File: src/hdl/wide_char_to_utf8_encoder_macros.svh
// ----------------------------------------------------------------------------
// Assertion macros for the wide character to UTF-8 encoder
// Concurrent checks, compiled out when SYNTH is defined.
// ----------------------------------------------------------------------------
`ifndef WIDE_CHAR_TO_UTF8_ENCODER_MACROS_SVH
`define WIDE_CHAR_TO_UTF8_ENCODER_MACROS_SVH

`ifndef SYNTH
`define U8E_ASSERT(label, prop) \
   label: assert property (@(posedge clock) disable iff (reset) (prop)) \
      else $error("u8e check failed");
`define U8E_ASSERT_NEXT(label, trig, prop) \
   label: assert property (@(posedge clock) disable iff (reset) (trig) |=> (prop)) \
      else $error("u8e check failed");
`else
`define U8E_ASSERT(label, prop)
`define U8E_ASSERT_NEXT(label, trig, prop)
`endif

`endif

File: src/hdl/u8e_pkg.sv
`timescale 1ns / 1ps
// ----------------------------------------------------------------------------
// u8e_pkg
// Shared types, constants and the UTF-8 byte encoder function.
// ----------------------------------------------------------------------------
package u8e_pkg;

   localparam int JobBytes   = 7;
   localparam int QueueDepth = 4;
   localparam int QueuePtrW  = $clog2(QueueDepth);

   localparam logic [31:0] SUR_HIGH_FIRST = 32'h0000_D800;
   localparam logic [31:0] SUR_HIGH_LAST  = 32'h0000_DBFF;
   localparam logic [31:0] SUR_LOW_FIRST  = 32'h0000_DC00;
   localparam logic [31:0] SUR_LOW_LAST   = 32'h0000_DFFF;
   localparam logic [31:0] SUPP_BASE      = 32'h0001_0000;
   localparam logic [31:0] CODE_MAX       = 32'h0010_FFFF;
   localparam logic [31:0] MAX_ONE        = 32'h0000_007F;
   localparam logic [31:0] MAX_TWO        = 32'h0000_07FF;
   localparam logic [31:0] MAX_THREE      = 32'h0000_FFFF;

   localparam logic [7:0] LEAD_TWO   = 8'hC0;
   localparam logic [7:0] LEAD_THREE = 8'hE0;
   localparam logic [7:0] LEAD_FOUR  = 8'hF0;
   localparam logic [7:0] CONT_MARK  = 8'h80;
   localparam logic [7:0] REPL_B0    = 8'hEF;
   localparam logic [7:0] REPL_B1    = 8'hBF;
   localparam logic [7:0] REPL_B2    = 8'hBD;

   // bytes of one code point, first byte at index 0
   typedef struct packed {
      logic [3:0][7:0] bytes;
      logic [2:0]      count;
   } enc_type;

   // one queued job: up to seven bytes, first at index 0
   typedef struct packed {
      logic [JobBytes-1:0][7:0] bytes;
      logic [2:0]               count;
   } job_type;

   typedef struct packed {
      logic empty;
      logic full;
   } queue_status_type;

   function automatic enc_type encode_utf8(input logic [31:0] cp);
      enc_type e;
      e.bytes = '0;
      if (cp <= MAX_ONE) begin
         e.bytes[0] = cp[7:0];
         e.count    = 3'd1;
      end else if (cp <= MAX_TWO) begin
         e.bytes[0] = LEAD_TWO | {3'b000, cp[10:6]};
         e.bytes[1] = CONT_MARK | {2'b00, cp[5:0]};
         e.count    = 3'd2;
      end else if (cp <= MAX_THREE) begin
         e.bytes[0] = LEAD_THREE | {4'b0000, cp[15:12]};
         e.bytes[1] = CONT_MARK | {2'b00, cp[11:6]};
         e.bytes[2] = CONT_MARK | {2'b00, cp[5:0]};
         e.count    = 3'd3;
      end else if (cp <= CODE_MAX) begin
         e.bytes[0] = LEAD_FOUR | {5'b00000, cp[20:18]};
         e.bytes[1] = CONT_MARK | {2'b00, cp[17:12]};
         e.bytes[2] = CONT_MARK | {2'b00, cp[11:6]};
         e.bytes[3] = CONT_MARK | {2'b00, cp[5:0]};
         e.count    = 3'd4;
      end else begin
         e.bytes[0] = REPL_B0;
         e.bytes[1] = REPL_B1;
         e.bytes[2] = REPL_B2;
         e.count    = 3'd3;
      end
      return e;
   endfunction

endpackage

File: src/hdl/u8e_front.sv
`timescale 1ns / 1ps
// ----------------------------------------------------------------------------
// u8e_front
// Accepts code units, pairs surrogates and encodes each request into a job
// of up to seven UTF-8 bytes for the queue.
// ----------------------------------------------------------------------------
module u8e_front (
   input  logic                      clock,
   input  logic                      reset,
   input  logic                      csr_tvalid,
   output logic                      csr_tready,
   input  logic                      csr_combine,
   input  logic                      req_tvalid,
   output logic                      req_tready,
   input  logic [31:0]               req_code_unit,
   input  logic                      req_last_unit,
   input  u8e_pkg::queue_status_type q_status,
   output logic                      push,
   output u8e_pkg::job_type          push_job
);
   import u8e_pkg::*;

   logic        combine_ff, combine_in;
   logic        pending_ff, pending_in;
   logic [9:0]  held_ff, held_in;
   logic        accept;
   logic        is_high, is_low;
   logic        pair, hold, prefix_en, cur_en;
   logic [20:0] pair_cp;
   enc_type     held_enc, cur_enc;
   logic [2:0]  cur_count;

   // config register is always writable
   assign csr_tready = 1'b1;
   assign req_tready = !q_status.full;
   assign accept     = req_tvalid && req_tready;

   // classify the unit
   assign is_high = (req_code_unit >= SUR_HIGH_FIRST) && (req_code_unit <= SUR_HIGH_LAST);
   assign is_low  = (req_code_unit >= SUR_LOW_FIRST) && (req_code_unit <= SUR_LOW_LAST);
   assign pair    = pending_ff && combine_ff && is_low;
   assign hold    = !pair && combine_ff && is_high && !req_last_unit;
   assign prefix_en = pending_ff && !pair;
   assign cur_en    = !hold;

   // supplementary code point from the held high and this low unit
   assign pair_cp  = {1'b0, held_ff, req_code_unit[9:0]} + SUPP_BASE[20:0];
   assign held_enc = encode_utf8(SUR_HIGH_FIRST | {22'd0, held_ff});
   assign cur_enc  = encode_utf8(pair ? {11'd0, pair_cp} : req_code_unit);
   assign cur_count = cur_en ? cur_enc.count : 3'd0;

   // pack the held unit bytes ahead of the current bytes
   always_comb begin
      push_job.bytes = '0;
      if (prefix_en) begin
         push_job.bytes[2:0] = held_enc.bytes[2:0];
         push_job.bytes[6:3] = cur_enc.bytes;
         push_job.count      = 3'd3 + cur_count;
      end else begin
         push_job.bytes[3:0] = cur_enc.bytes;
         push_job.count      = cur_count;
      end
   end

   assign push = accept && (push_job.count != 3'd0);

   // next surrogate state and config
   always_comb begin
      combine_in = csr_tvalid ? csr_combine : combine_ff;
      pending_in = pending_ff;
      held_in    = held_ff;
      if (accept) begin
         pending_in = hold;
         held_in    = hold ? req_code_unit[9:0] : 10'd0;
      end
   end

   always_ff @(posedge clock) begin
      if (reset) begin
         combine_ff <= 1'b1;
         pending_ff <= 1'b0;
         held_ff    <= 10'd0;
      end else begin
         combine_ff <= combine_in;
         pending_ff <= pending_in;
         held_ff    <= held_in;
      end
   end

endmodule

File: src/hdl/u8e_queue.sv
`timescale 1ns / 1ps
// ----------------------------------------------------------------------------
// u8e_queue
// Short job queue between the front and back parts.
// ----------------------------------------------------------------------------
module u8e_queue (
   input  logic                      clock,
   input  logic                      reset,
   input  logic                      push,
   input  u8e_pkg::job_type          push_job,
   input  logic                      pop,
   output u8e_pkg::job_type          head_job,
   output u8e_pkg::queue_status_type status
);
   import u8e_pkg::*;

   job_type                entries_ff [QueueDepth];
   logic [QueuePtrW-1:0]   wptr_ff, wptr_in;
   logic [QueuePtrW-1:0]   rptr_ff, rptr_in;
   logic [QueuePtrW:0]     count_ff, count_in;

   assign status.empty = (count_ff == '0);
   assign status.full  = (count_ff == (QueuePtrW+1)'(QueueDepth));
   assign head_job     = entries_ff[rptr_ff];

   // advance pointers and fill count
   always_comb begin
      wptr_in  = push ? wptr_ff + 1'b1 : wptr_ff;
      rptr_in  = pop ? rptr_ff + 1'b1 : rptr_ff;
      count_in = count_ff;
      if (push && !pop) begin
         count_in = count_ff + 1'b1;
      end else if (pop && !push) begin
         count_in = count_ff - 1'b1;
      end
   end

   always_ff @(posedge clock) begin
      if (reset) begin
         wptr_ff  <= '0;
         rptr_ff  <= '0;
         count_ff <= '0;
      end else begin
         wptr_ff  <= wptr_in;
         rptr_ff  <= rptr_in;
         count_ff <= count_in;
      end
   end

   // store the job
   always_ff @(posedge clock) begin
      if (push) begin
         entries_ff[wptr_ff] <= push_job;
      end
   end

endmodule

File: src/hdl/u8e_back.sv
`timescale 1ns / 1ps
// ----------------------------------------------------------------------------
// u8e_back
// Walks the head job one byte per cycle, while rsp_tready accepts, into the output register.
// ----------------------------------------------------------------------------
module u8e_back (
   input  logic                      clock,
   input  logic                      reset,
   input  u8e_pkg::job_type          head_job,
   input  u8e_pkg::queue_status_type q_status,
   output logic                      pop,
   output logic                      rsp_tvalid,
   input  logic                      rsp_tready,
   output logic [7:0]                rsp_tdata,
   output logic                      rsp_tlast
);
   import u8e_pkg::*;

   `include "wide_char_to_utf8_encoder_macros.svh"

   logic [2:0] idx_ff, idx_in;
   logic       valid_ff, valid_in;
   logic [7:0] data_ff, data_in;
   logic       last_ff, last_in;
   logic       load;

   // load a byte when the output register is empty or being drained
   assign load    = !q_status.empty && (!valid_ff || rsp_tready);
   assign last_in = (idx_ff == head_job.count - 3'd1);
   assign data_in = head_job.bytes[idx_ff];
   assign pop     = load && last_in;

   always_comb begin
      idx_in   = idx_ff;
      valid_in = valid_ff;
      if (load) begin
         idx_in   = last_in ? 3'd0 : idx_ff + 3'd1;
         valid_in = 1'b1;
      end else if (rsp_tready) begin
         valid_in = 1'b0;
      end
   end

   always_ff @(posedge clock) begin
      if (reset) begin
         idx_ff   <= 3'd0;
         valid_ff <= 1'b0;
      end else begin
         idx_ff   <= idx_in;
         valid_ff <= valid_in;
      end
   end

   // hold payload unless a new byte loads
   always_ff @(posedge clock) begin
      if (load) begin
         data_ff <= data_in;
         last_ff <= last_in;
      end
   end

   assign rsp_tvalid = valid_ff;
   assign rsp_tdata  = data_ff;
   assign rsp_tlast  = last_ff;

   `U8E_ASSERT(a_idx_in_job, q_status.empty || (idx_ff < head_job.count))
   `U8E_ASSERT(a_job_nonzero, q_status.empty || (head_job.count != 3'd0))
   `U8E_ASSERT_NEXT(a_idx_restart, pop, idx_ff == 3'd0)
   `U8E_ASSERT_NEXT(a_pop_marks_last, pop, rsp_tvalid && rsp_tlast)

endmodule

File: src/hdl/wide_char_to_utf8_encoder.sv
`timescale 1ns / 1ps
// With the queue empty, an accepted request is first written into the job queue,
// and its first byte is then registered into the output register on rsp_tdata.
// Throughput: one request per cycle while the job queue is not full; the output
// delivers one byte per cycle while rsp_tready is held, so a request producing N
// bytes (1..7) is walked out byte by byte, and the four-entry job queue absorbs bursts.
// Reset: synchronous, active high; clears the queue, pairing state and sets
// combine_surrogates to 1.
// ----------------------------------------------------------------------------
// wide_char_to_utf8_encoder
// Wide code units in, UTF-8 bytes out, with optional surrogate pairing.
// ----------------------------------------------------------------------------
module wide_char_to_utf8_encoder (
   input  logic        clock,
   input  logic        reset,
   // csr_tdata: [0] combine_surrogates, [7:1] zero
   input  logic        csr_tvalid,
   output logic        csr_tready,
   input  logic [7:0]  csr_tdata,
   // req_tdata: [31:0] code_unit
   input  logic        req_tvalid,
   output logic        req_tready,
   input  logic [31:0] req_tdata,
   input  logic        req_tlast,
   // rsp_tdata: [7:0] utf8_byte
   output logic        rsp_tvalid,
   input  logic        rsp_tready,
   output logic [7:0]  rsp_tdata,
   output logic        rsp_tlast
);
   import u8e_pkg::*;

   logic             push, pop;
   job_type          push_job, head_job;
   queue_status_type q_status;

   u8e_front u_front (
      .clock         (clock),
      .reset         (reset),
      .csr_tvalid    (csr_tvalid),
      .csr_tready    (csr_tready),
      .csr_combine   (csr_tdata[0]),
      .req_tvalid    (req_tvalid),
      .req_tready    (req_tready),
      .req_code_unit (req_tdata),
      .req_last_unit (req_tlast),
      .q_status      (q_status),
      .push          (push),
      .push_job      (push_job)
   );

   u8e_queue u_queue (
      .clock    (clock),
      .reset    (reset),
      .push     (push),
      .push_job (push_job),
      .pop      (pop),
      .head_job (head_job),
      .status   (q_status)
   );

   u8e_back u_back (
      .clock      (clock),
      .reset      (reset),
      .head_job   (head_job),
      .q_status   (q_status),
      .pop        (pop),
      .rsp_tvalid (rsp_tvalid),
      .rsp_tready (rsp_tready),
      .rsp_tdata  (rsp_tdata),
      .rsp_tlast  (rsp_tlast)
   );

endmodule
File: config.mk
export PLATFORM = sky130hd
export DESIGN_NAME = wide_char_to_utf8_encoder
export DESIGN_NICKNAME = d
export VERILOG_FILES = /design/src/hdl/u8e_pkg.sv /design/src/hdl/u8e_front.sv /design/src/hdl/u8e_queue.sv /design/src/hdl/u8e_back.sv /design/src/hdl/wide_char_to_utf8_encoder.sv
export VERILOG_INCLUDE_DIRS = /design/src /design/src/hdl
export SDC_FILE = /design/constraint.sdc
export NUM_CORES = 1
export LEC_CHECK = 0
export ABC_AREA = 1
export ABC_CLOCK_PERIOD_IN_PS = 12400
export BUFFER_PORTS_ARGS = -buffer_cell sky130_fd_sc_hd__clkbuf_2
export CAP_MARGIN = 15
export CORE_MARGIN = 10
export CORE_UTILIZATION = 55
export CTS_CLUSTER_DIAMETER = 120
export DETAILED_ROUTE_END_ITERATION = 6
export PLACE_DENSITY = 0.73
export SLEW_MARGIN = 25
export SYNTH_ARGS = -nofsm -noshare
export SYNTH_HDL_FRONTEND = slang
export SYNTH_SLANG_ARGS = --single-unit
export TNS_END_PERCENT = 10
File: constraint.sdc
create_clock -name clock -period 12.4 [get_ports clock]
set_input_delay 2.48 -clock clock [delete_from_list [all_inputs] [get_ports clock]]
set_output_delay 2.48 -clock clock [all_outputs]
set_load 0.005 [all_outputs]
---- After elaboration in Yosys (flattened, before gate mapping) ----
Memories as Yosys holds them, arrays and structs flattened. A register that Yosys moved wholly into a read port is not among the register bits.
Cells that the tools add are included.
W data, S select, Z words.
storage, ports and cells
  bits in registers ....................... 32
  bits in writable memories ............... 236
  bits of input ports ..................... 46
  output and inout bits ................... 12
  logic and storage cells ................. 90
  memories kept ........................... 1
operators by class
  add/subtract/negate cells ............... 8
  magnitude comparators ................... 13
  equality and inequality tests ........... 2
  mux-type cells .......................... 30
  reductions and logical operators ........ 26
memory list
  memory              depth  width  read ports  clocked after Yosys merged registers in  wr ports  RTL line         text
  u_queue.entries_ff  4      59     1           1                                        1         u8e_queue.sv:17  job_type entries_ff [QueueDepth];
operators with widths
  operator                  number
  $le A32 B16 Y1 const B    3
  $mux W24                  3
  $ge A32 B16 Y1 const B    2
  $mux W25                  2
  $mux W19                  2
  $mux W35                  1
  $le A32 B11 Y1 const B    1
  $le A32 B21 Y1 const B    1
  $le A32 B7 Y1 const B     1
  $mux W16                  2
  $mux W32                  1
  $mux W8                   4
  $mux W27                  1
  $bmux W8 S3               1
  $mux W11                  2
  $add A20 B17 Y21 const B  1
  $le A16 B21 Y1 const B    1
  $le A16 B11 Y1 const B    1
  $le A16 B16 Y1 const B    1
  $le A16 B7 Y1 const B     1
  $logic_and A1 B1 Y1       14
  $mux W3                   4
  $mux W10                  1
  $logic_not A1 Y1          7
  other kinds (13)          21

---- Logic depth before layout (Yosys ltp) ----
Gate-level depths: netlist of the first run.
  depth after elaboration ................. 18
  gate-level depth with buffers ........... 32
  mapped depth without buffers ............ 32

---- Modules after synthesis ----
A second synthesis of the first run with hierarchy kept.
second synthesis, totals
  cells, all modules ...................... 1127
  area, all modules ....................... 12067.8 um2
modules (own cells, without submodules)
  module     times used  cells an instance  area an instance (um2)  sequential area each (um2)
  u8e_queue  1           628                9165.0                  7267.0
  u8e_front  1           334                1806.7                  240.2
  u8e_back   1           165                1096.1                  350.3

---- Least setup slack after synthesis of the first run ----
OpenSTA, ideal clock, no wires.
  path kind ............................... input to register
  from .................................... input port req_tdata[28]
  to ...................................... memory u_queue.entries_ff[0][0] (netlist name), enable pin
  setup time .............................. 0.467 ns
  data arrival time ....................... 7.156 ns
  required time ........................... 11.933 ns
  slack ................................... 4.778 ns
  cell stages on the path ................. 21
  path buffers ............................ 2
  cell sequence ........................... nor2_1 > nand2_1 > nor2_1 > nand2_1 > nor2_4 > nand3_1 > nand2_1 > nor2_1 > nand3_1 > buf_2 > nor2_1 > nand3_4 > clkbuf_1 > nand2_1 > ha_1 > or2_2 > nand3_1 > nor2_2 > nor2_4 > inv_2 > nor2_1
between the ends
  word-level cells in the longest chain between the ends .. 16
  elaborated cells between the ends (all ways) .. 28
  those cells by class .................... add/sub: 1; order compare: 8; mux: 9; reduce/logical: 10
RTL lines
  item                                                     RTL line                         text
  start, declared                                          wide_char_to_utf8_encoder.sv:23  input logic [31:0] req_tdata,
  $ge A32 B16 Y1 / $le A32 B16 Y1 (equally long branches)  u8e_front.sv:40                  assign is_low = (req_code_unit >= SUR_LOW_FIRST) && (req_code_unit <= SUR_LOW_LAST);
  $logic_and A1 B1 Y1                                      u8e_front.sv:40
  $logic_and A1 B1 Y1                                      u8e_front.sv:41                  assign pair = pending_ff && combine_ff && is_low;
  $mux W32                                                 u8e_front.sv:49                  assign cur_enc = encode_utf8(pair ? {11'd0, pair_cp} : req_code_unit);
  $le A32 B21 Y1                                           u8e_pkg.sv:62                    end else if (cp <= CODE_MAX) begin
  $mux W25                                                 u8e_pkg.sv:62
  $mux W27                                                 u8e_pkg.sv:57                    end else if (cp <= MAX_THREE) begin
  $mux W19                                                 u8e_pkg.sv:53                    end else if (cp <= MAX_TWO) begin
  $mux W11                                                 u8e_pkg.sv:50                    if (cp <= MAX_ONE) begin
  $mux W3                                                  u8e_front.sv:50                  assign cur_count = cur_en ? cur_enc.count : 3'd0;
  $add A2 B3 Y3                                            u8e_front.sv:58                  push_job.count = 3'd3 + cur_count;
  $mux W35 *                                               u8e_front.sv:55                  if (prefix_en) begin
  $reduce_bool A3 Y1 *                                     u8e_front.sv:65                  assign push = accept && (push_job.count != 3'd0);
  $logic_and A1 B1 Y1 *                                    u8e_front.sv:65
  named net push                                           wide_char_to_utf8_encoder.sv:33  logic push, pop;
  $mux W1 *                                                u8e_queue.sv:52                  if (push) begin
  $mux W1 (not written as such) *                          u8e_queue.sv:53                  entries_ff[wptr_ff] <= push_job;
  end, declared                                            u8e_queue.sv:17
The timed path passes the listed nets; every way through them passes the cells marked *.

==> results_dict.tcl, run 1 <==
set metrics [dict create \
    status "finished, final reports clean" \
    cp_slowest_stage_delay_ns 0.66 \
    design_area_um2 12330 \
    min_period_over_period_pct 52.54 \
    drv_slew 0 \
    grt-ovfl-total 0 \
    ys_ff_latch 250 \
    yosysSeqAreaShare_pct 66.44 \
    vias 7759 \
    rows 51 \
    cp.arrival_ns 6.67 \
    area_growth_pct 12.86 \
    layout_common_cells "225 x edfxtp_1, 160 x nor2_1, 139 x o21ai_0" \
    antenna_found_initial 0 \
    cp.depth 27 \
    p_leak_nw 4.234 \
    clock_latency_ns 0.52 \
    r2r_cells 23 \
    synth_top_cell_area_share_pct 61.86 \
    syn_area_um2 10920 \
    cp_slowest_cell "buf_4" \
    finalWirelength_mm 26.14 \
    irDropWorstVdd_mv 0.1732 \
    path_clk_slew_ns 0.06 \
    yosys-top-cells-area "edfxtp_1 62%, o21ai_0 6.4%, nor2_1 5.6%" \
    synth-main-ff-cell "edfxtp_1" \
    gp_congestion 0.8974 \
    power_density_nw_per_um2 184.0 \
    synth_nets 1063 \
    synth-edff-count 225 \
    grt_pass1_vias 7658 \
    port_buffers 49 \
    timing.hold.ws_ns 0.4618 \
    fin_tns_setup_ns 0 \
    avgRoutedWirePerCell_um 19.67 \
    cts_buffers 25 \
    first_pass_iters 6 \
    hpwl_mm 15.16 \
    finalPower_mw 2.269 \
    grt_setup_unrepaired "false" \
    setup_slack_ns 5.886 \
    synth_cells 1007 \
    die_x_um 160.9 \
    hold_viol_final 0 \
    io_pins 58 \
    finalNonFillerCells 1329 \
    die_h_um 160.9 \
    fin_util_pct 63.14 \
    cts_tree "built" \
    final_layout_size_suffix_gt1_share_pct 12.12 \
    cts_max_level 1 \
    synthArstFlopShare_pct 0 \
    hold_class "register to register" \
    setup_viol_count_final 0 \
    yosysTopAreaCell "edfxtp_1" \
    clock_skew_ns 0.007308 \
    period_minus_slack_ns 6.514 \
    nNetsFinal 1101 \
    cp_max_fo 47 \
    cts.path.max_buffers 3 \
    postCtsSetupBuffers 0 \
    clock.fmax_mhz 153.5 \
    dp_cells 1282 \
    yosysWarnings 0 \
    grt_pass1_wl_mm 40.87 \
    hold_depth 2 \
    die_area_um2 25900 \
    drc 0 \
    syn_area_per_cell_um2 10.85 \
    diodes 0 \
    pre_cts_slack_ns 5.332 \
    tightest_slew_ns 0.8781 \
    cts.repair.resized 0 \
    core_area_um2 19530 \
    postCtsHoldBufs 0 \
    ant_nets 0 \
    cts_root_buf "clkbuf_16" \
    slew_headroom_pct 41.46 \
    critical_path.top_delay_family "simple AND/OR/NAND/NOR gates" \
    required_ns 12.55 \
    maxCapViolCount 0 \
    viasPerCell 5.838 \
    drt-initial-drc-count 849 \
    grt_start_max_net_pins 110 \
    critPathBufInv 6 \
    grt_usage_pct 19.59 \
    end_kind "register" \
    initial_core_util_pct 55.94 \
    synth.distinct_cells 40 \
    cts_sinks 250 \
    crit_type "primary input to register" \
    dpl_cell_area_um2 11440 \
    mostFrequentLayoutCell "edfxtp_1" \
    startpoint_type "primary input" \
]
[worst register-to-register path, delay by kind of cell, from the launching register on]
family	cells	cell delay (ns)
XOR/XNOR	1	0.14
AND/OR/NAND/NOR	15	2.06
flip-flops	1	0.35
adder cells (fa/ha/maj)	2	0.38
buffers and inverters	5	1.29
[worst paths after layout]
kind,slack [ns],endpoint,startpoint
max,5.89,u_queue.entries_ff[0][27],req_tdata[15]
min,0.46,register,u_queue.rptr_ff[1]
max reg2reg,7.77,u_queue.entries_ff[0][27],u_front.held_ff[6]
min reg2reg,0.46,register,u_queue.rptr_ff[1]
[layout make-up]
cell class                      instances  area, um2
Clock inverter                         17      215.2
Multi-Input combinational cell        629       3217
Inverter                               75      281.5
Timing Repair Buffer                   64      381.6
Tap cell                              265      331.6
Clock buffer                           29      640.6
Fill cell                            1512       7198
Sequential cell                       250       7261
[flip-flops by register name, indices dropped and copies added, names as in the netlist, named ones only]
name	cells
u_front.combine_ff	1
u_front.held_ff	10
u_queue.count_ff	3
u_queue.rptr_ff	2
u_back.rsp_tlast	1
u_back.idx_ff	3
u_queue.wptr_ff	2
u_back.rsp_tdata	8
u_front.pending_ff	1
u_back.rsp_tvalid	1
u_queue.entries_ff	216
[synth_stat cells, types with 2 or more instances]
cell / n
dfxtp_1: 25
nand4_1: 7
xor2_1: 4
o21ai_1: 2
nor2_1: 164
clkinv_1: 3
inv_1: 69
o22ai_1: 40
o21ai_0: 139
nand2_2: 7
a32o_1: 6
nor3_1: 6
nor2_4: 3
edfxtp_1: 225
clkbuf_1: 50
o221ai_1: 22
ha_1: 9
a21oi_1: 32
o211ai_1: 13
a211oi_1: 2
nand3_1: 30
nand2_4: 4
nand2_1: 126
inv_2: 3
[report_power, final]
part           internal (mW)  switching [mW]
Sequential              1.01          0.0358
Clock                  0.475           0.307
Combinational          0.131           0.312
Total                   1.61           0.654
[logic make-up after synthesis]
family                     Yosys count  share of synthesized area, %
and+or+nand+nor                    352                         13.56
AOI/OAI and AO/OA                  261                         13.91
adders and majority gates           10                         1.214
buffers and inverters              128                         4.444
DFF                                250                         66.44
other                                1                       0.03433
xor gates and xnor gates             5                        0.4009
[routing by layer]
metal	vias up	global-route usage (%)	wire (um)
li1	3669	-	-
met5	-	0	0
met4	0	4.549	334
met3	32	3.809	2234
met2	323	33.46	12730
met1	3735	25.26	10840
No activity file was read; power rests on OpenSTA's default activity.
==> run 2, diff against run 1 <==
--- a/config.mk
+++ b/config.mk
@@ -6,15 +6,15 @@
 export SDC_FILE = /design/constraint.sdc
 export NUM_CORES = 1
 export LEC_CHECK = 0
-export ABC_AREA = 1
-export ABC_CLOCK_PERIOD_IN_PS = 12400
+export ABC_AREA = 0
+export ABC_CLOCK_PERIOD_IN_PS = 5500
 export BUFFER_PORTS_ARGS = -buffer_cell sky130_fd_sc_hd__clkbuf_2
 export CAP_MARGIN = 15
 export CORE_MARGIN = 10
 export CORE_UTILIZATION = 55
 export CTS_CLUSTER_DIAMETER = 120
 export DETAILED_ROUTE_END_ITERATION = 6
-export PLACE_DENSITY = 0.73
+export PLACE_DENSITY = 0.76
 export SLEW_MARGIN = 25
 export SYNTH_ARGS = -nofsm -noshare
 export SYNTH_HDL_FRONTEND = slang
==> constraint.sdc (replaced) <==
create_clock -name clock -period 5.5 [get_ports clock]
set_input_delay 1.1 -clock clock [delete_from_list [all_inputs] [get_ports clock]]
set_output_delay 1.1 -clock clock [all_outputs]
set_load 0.005 [all_outputs]
==> run 2 against run 1 <==
  * Global-route usage decreased by 1.1 points
  * Count of clock-buffer cells in the layout is 6 higher
  * Largest cell class unchanged
  * Critical path depth down 9
  * First-iteration DRC count fell by 41%
  * Routed wire length shrank 9.6%
  * Total power grew 110%
  * Clock power grew 110%
==> results_dict.tcl, run 2 <==
set metrics [dict create \
    ant_nets 0 \
    synth-main-ff-cell "edfxtp_1" \
    yosysTopAreaCell "edfxtp_1" \
    grt_setup_unrepaired "false" \
    cts_buffers 25 \
    design_area_um2 12330 \
    pre_cts_slack_ns -0.04853 \
    cts.path.max_buffers 3 \
    maxCapViolCount 0 \
    grt_usage_pct 18.45 \
    rows 51 \
    crit_chain "clkbuf_2 -> or3_1 -> or4b_1 -> or4_4 -> a21oi_1 -> nor3b_1 -> or3_1 -> ha_1 -> nor2_1 -> nand3_1 -> and4b_1 -> a21oi_4 -> ha_1 -> inv_1 -> fa_1 -> xor2_1 -> or3_1 -> a21oi_1" \
    clock_latency_ns 0.53 \
    antenna_found_initial 0 \
    largest_reg_flops 216 \
    die_x_um 160.2 \
    layout_common_cells "225 x edfxtp_1, 61 x mux4_2, 55 x nand2_1" \
    synth.distinct_cells 61 \
    synth_commonest_cells "225 x edfxtp_1, 61 x mux4_2, 55 x nand2_1" \
    clock_skew_ns 0.03410 \
    yosys-top-cells-area "edfxtp_1 62%, mux4_2 13%, dfxtp_1 4.6%" \
    cp_slowest_cell "or4b_1" \
    drv_slew 0 \
    irDropWorstVdd_mv 0.2689 \
    drt-initial-drc-count 504 \
    hpwl_mm 14.77 \
    yosysSeqAreaShare_pct 67.08 \
    gp_congestion 0.9632 \
    finalPower_mw 4.696 \
    slew_headroom_pct 42.54 \
    p_leak_nw 4.211 \
    ff2ff_setup_slack_ns 0.73 \
    finalNonFillerCells 1034 \
    io_pins 58 \
    synth_nets 736 \
    mostFrequentLayoutCell "edfxtp_1" \
    syn_area_per_cell_um2 15.91 \
    area_growth_pct 13.95 \
    synthArstFlopShare_pct 0 \
    die_area_um2 25680 \
    cp.arrival_ns 5.45 \
    setup_viol_count_final 0 \
    cts_max_level 1 \
    initial_core_util_pct 55.77 \
    grt-ovfl-total 0 \
    vias 6247 \
    min_period_over_period_pct 90.99 \
    drc 0 \
    period_minus_slack_ns 5.005 \
    syn_area_um2 10820 \
    synth_top_cell_area_share_pct 62.46 \
    hold_class "register to register" \
    cts_tree "built" \
    cp_slowest_stage_delay_ns 0.53 \
    fin_util_pct 63.54 \
    cts.repair.resized 0 \
    hold_viol_final 0 \
    grt_start_max_net_pins 55 \
    port_buffers 49 \
    yosysWarnings 0 \
    ys_ff_latch 250 \
    top_register "u_queue.entries_ff" \
    finalWirelength_mm 23.63 \
    avgRoutedWirePerCell_um 22.85 \
    grt_pass1_vias 6675 \
    path_common_cell "or3_1" \
    end_kind "register" \
    cp_max_fo 4 \
    nNetsFinal 806 \
    grt_pass1_wl_mm 37.63 \
    clock.fmax_mhz 199.8 \
    core_area_um2 19400 \
    dpl_cell_area_um2 11530 \
    startpoint_type "primary input" \
    final_layout_size_suffix_gt1_share_pct 27.05 \
    postCtsSetupBuffers 0 \
    path_clk_slew_ns 0.06 \
    postCtsHoldBufs 0 \
    diodes 0 \
    die_h_um 160.2 \
    cts_sinks 250 \
    synth-edff-count 225 \
    tightest_slew_ns 0.8608 \
    synth_most_common_cell "edfxtp_1" \
    crit_type "primary input to register" \
    required_ns 5.95 \
    power_density_nw_per_um2 381.0 \
    status "finished, final reports clean" \
    dp_cells 988 \
    synth_cells 680 \
    setup_slack_ns 0.4954 \
    cts_root_buf "clkbuf_16" \
    viasPerCell 6.042 \
    first_pass_iters 5 \
]
[run 2: changes by cell type after synthesis, sizes merged, moves of 54 or more]
| cell | before | now |
|---|---|---|
| nor2 | 168 | 43 |
| nand2 | 137 | 56 |
| inv | 72 | 18 |
| mux4 | 0 | 61 |
| o21ai | 141 | 29 |
[run 2: kinds of logic (layout without fill, tap and decap cells)]
group / count (synthesis) / in the layout / synth area share, %
buffers and inverters: 53 / 142 / 2.047
muxes: 81 / 81 / 14.69
AOI/OAI and AO/OA: 100 / 100 / 5.841
and+or+nand+nor: 171 / 171 / 7.946
xor gates and xnor gates: 14 / 14 / 1.133
adders and majority gates: 10 / 10 / 1.226
DFF: 250 / 250 / 67.08
other: 1 / 1 / 0.03466
[run 2: path summary, 6_finish.rpt]
check | start | to | cells after the start
worst max-delay path | req_tdata[18] | u_queue.count_ff[2] | 18
worst min-delay path | u_back.rsp_tvalid | u_back.rsp_tvalid | 2
worst max register to register | u_front.held_ff[6] | u_queue.count_ff[2] | 17
worst min register to register | u_back.rsp_tvalid | u_back.rsp_tvalid | 2
[run 2: cell type report]
cell class | count | area (um2)
multi-input cells | 377 | 3354
repair buffers | 78 | 513.0
flip-flops and latches | 250 | 7262
clock buffers | 35 | 683.2
inverters | 18 | 67.56
clock inverters | 11 | 115.1
fillers | 1393 | 7072
well taps | 265 | 331.6
[run 2: worst max-delay path, delay by kind of cell]
family                   cells  cell delay, ns
AO/OA/AOI/OAI                3            0.51
AND/OR/NAND/NOR              9            2.72
buffers and inverters        2            0.17
adder cells (fa/ha/maj)      3            0.77
XOR/XNOR                     1            0.17
[run 2: report_power, final]
part	switching [mW]	internal, mW	leakage, nW
sequential	0.0702	2.26	2.38
clock	0.675	0.964	0.394
combinational	0.422	0.301	1.44
[run 2: metrics by stage]
stage / hold slack (ns) / setup TNS (ns)
after floorplan: 0.4453 / -41.39
after global placement: 0.4580 / 0
after detailed placement: 0.4740 / -0.04853
after CTS: 0.4830 / 0
after global routing: 0.5203 / 0
final: 0.4808 / 0
[run 2: metal layers]
layer  vias to the layer above  GRT usage, %  wire, um
met5                         -             0         0
met4                         0         5.801       557
met3                        47         3.650      1501
met2                       236         30.00     11480
met1                      3162         24.58     10090
li1                       2802             -         -
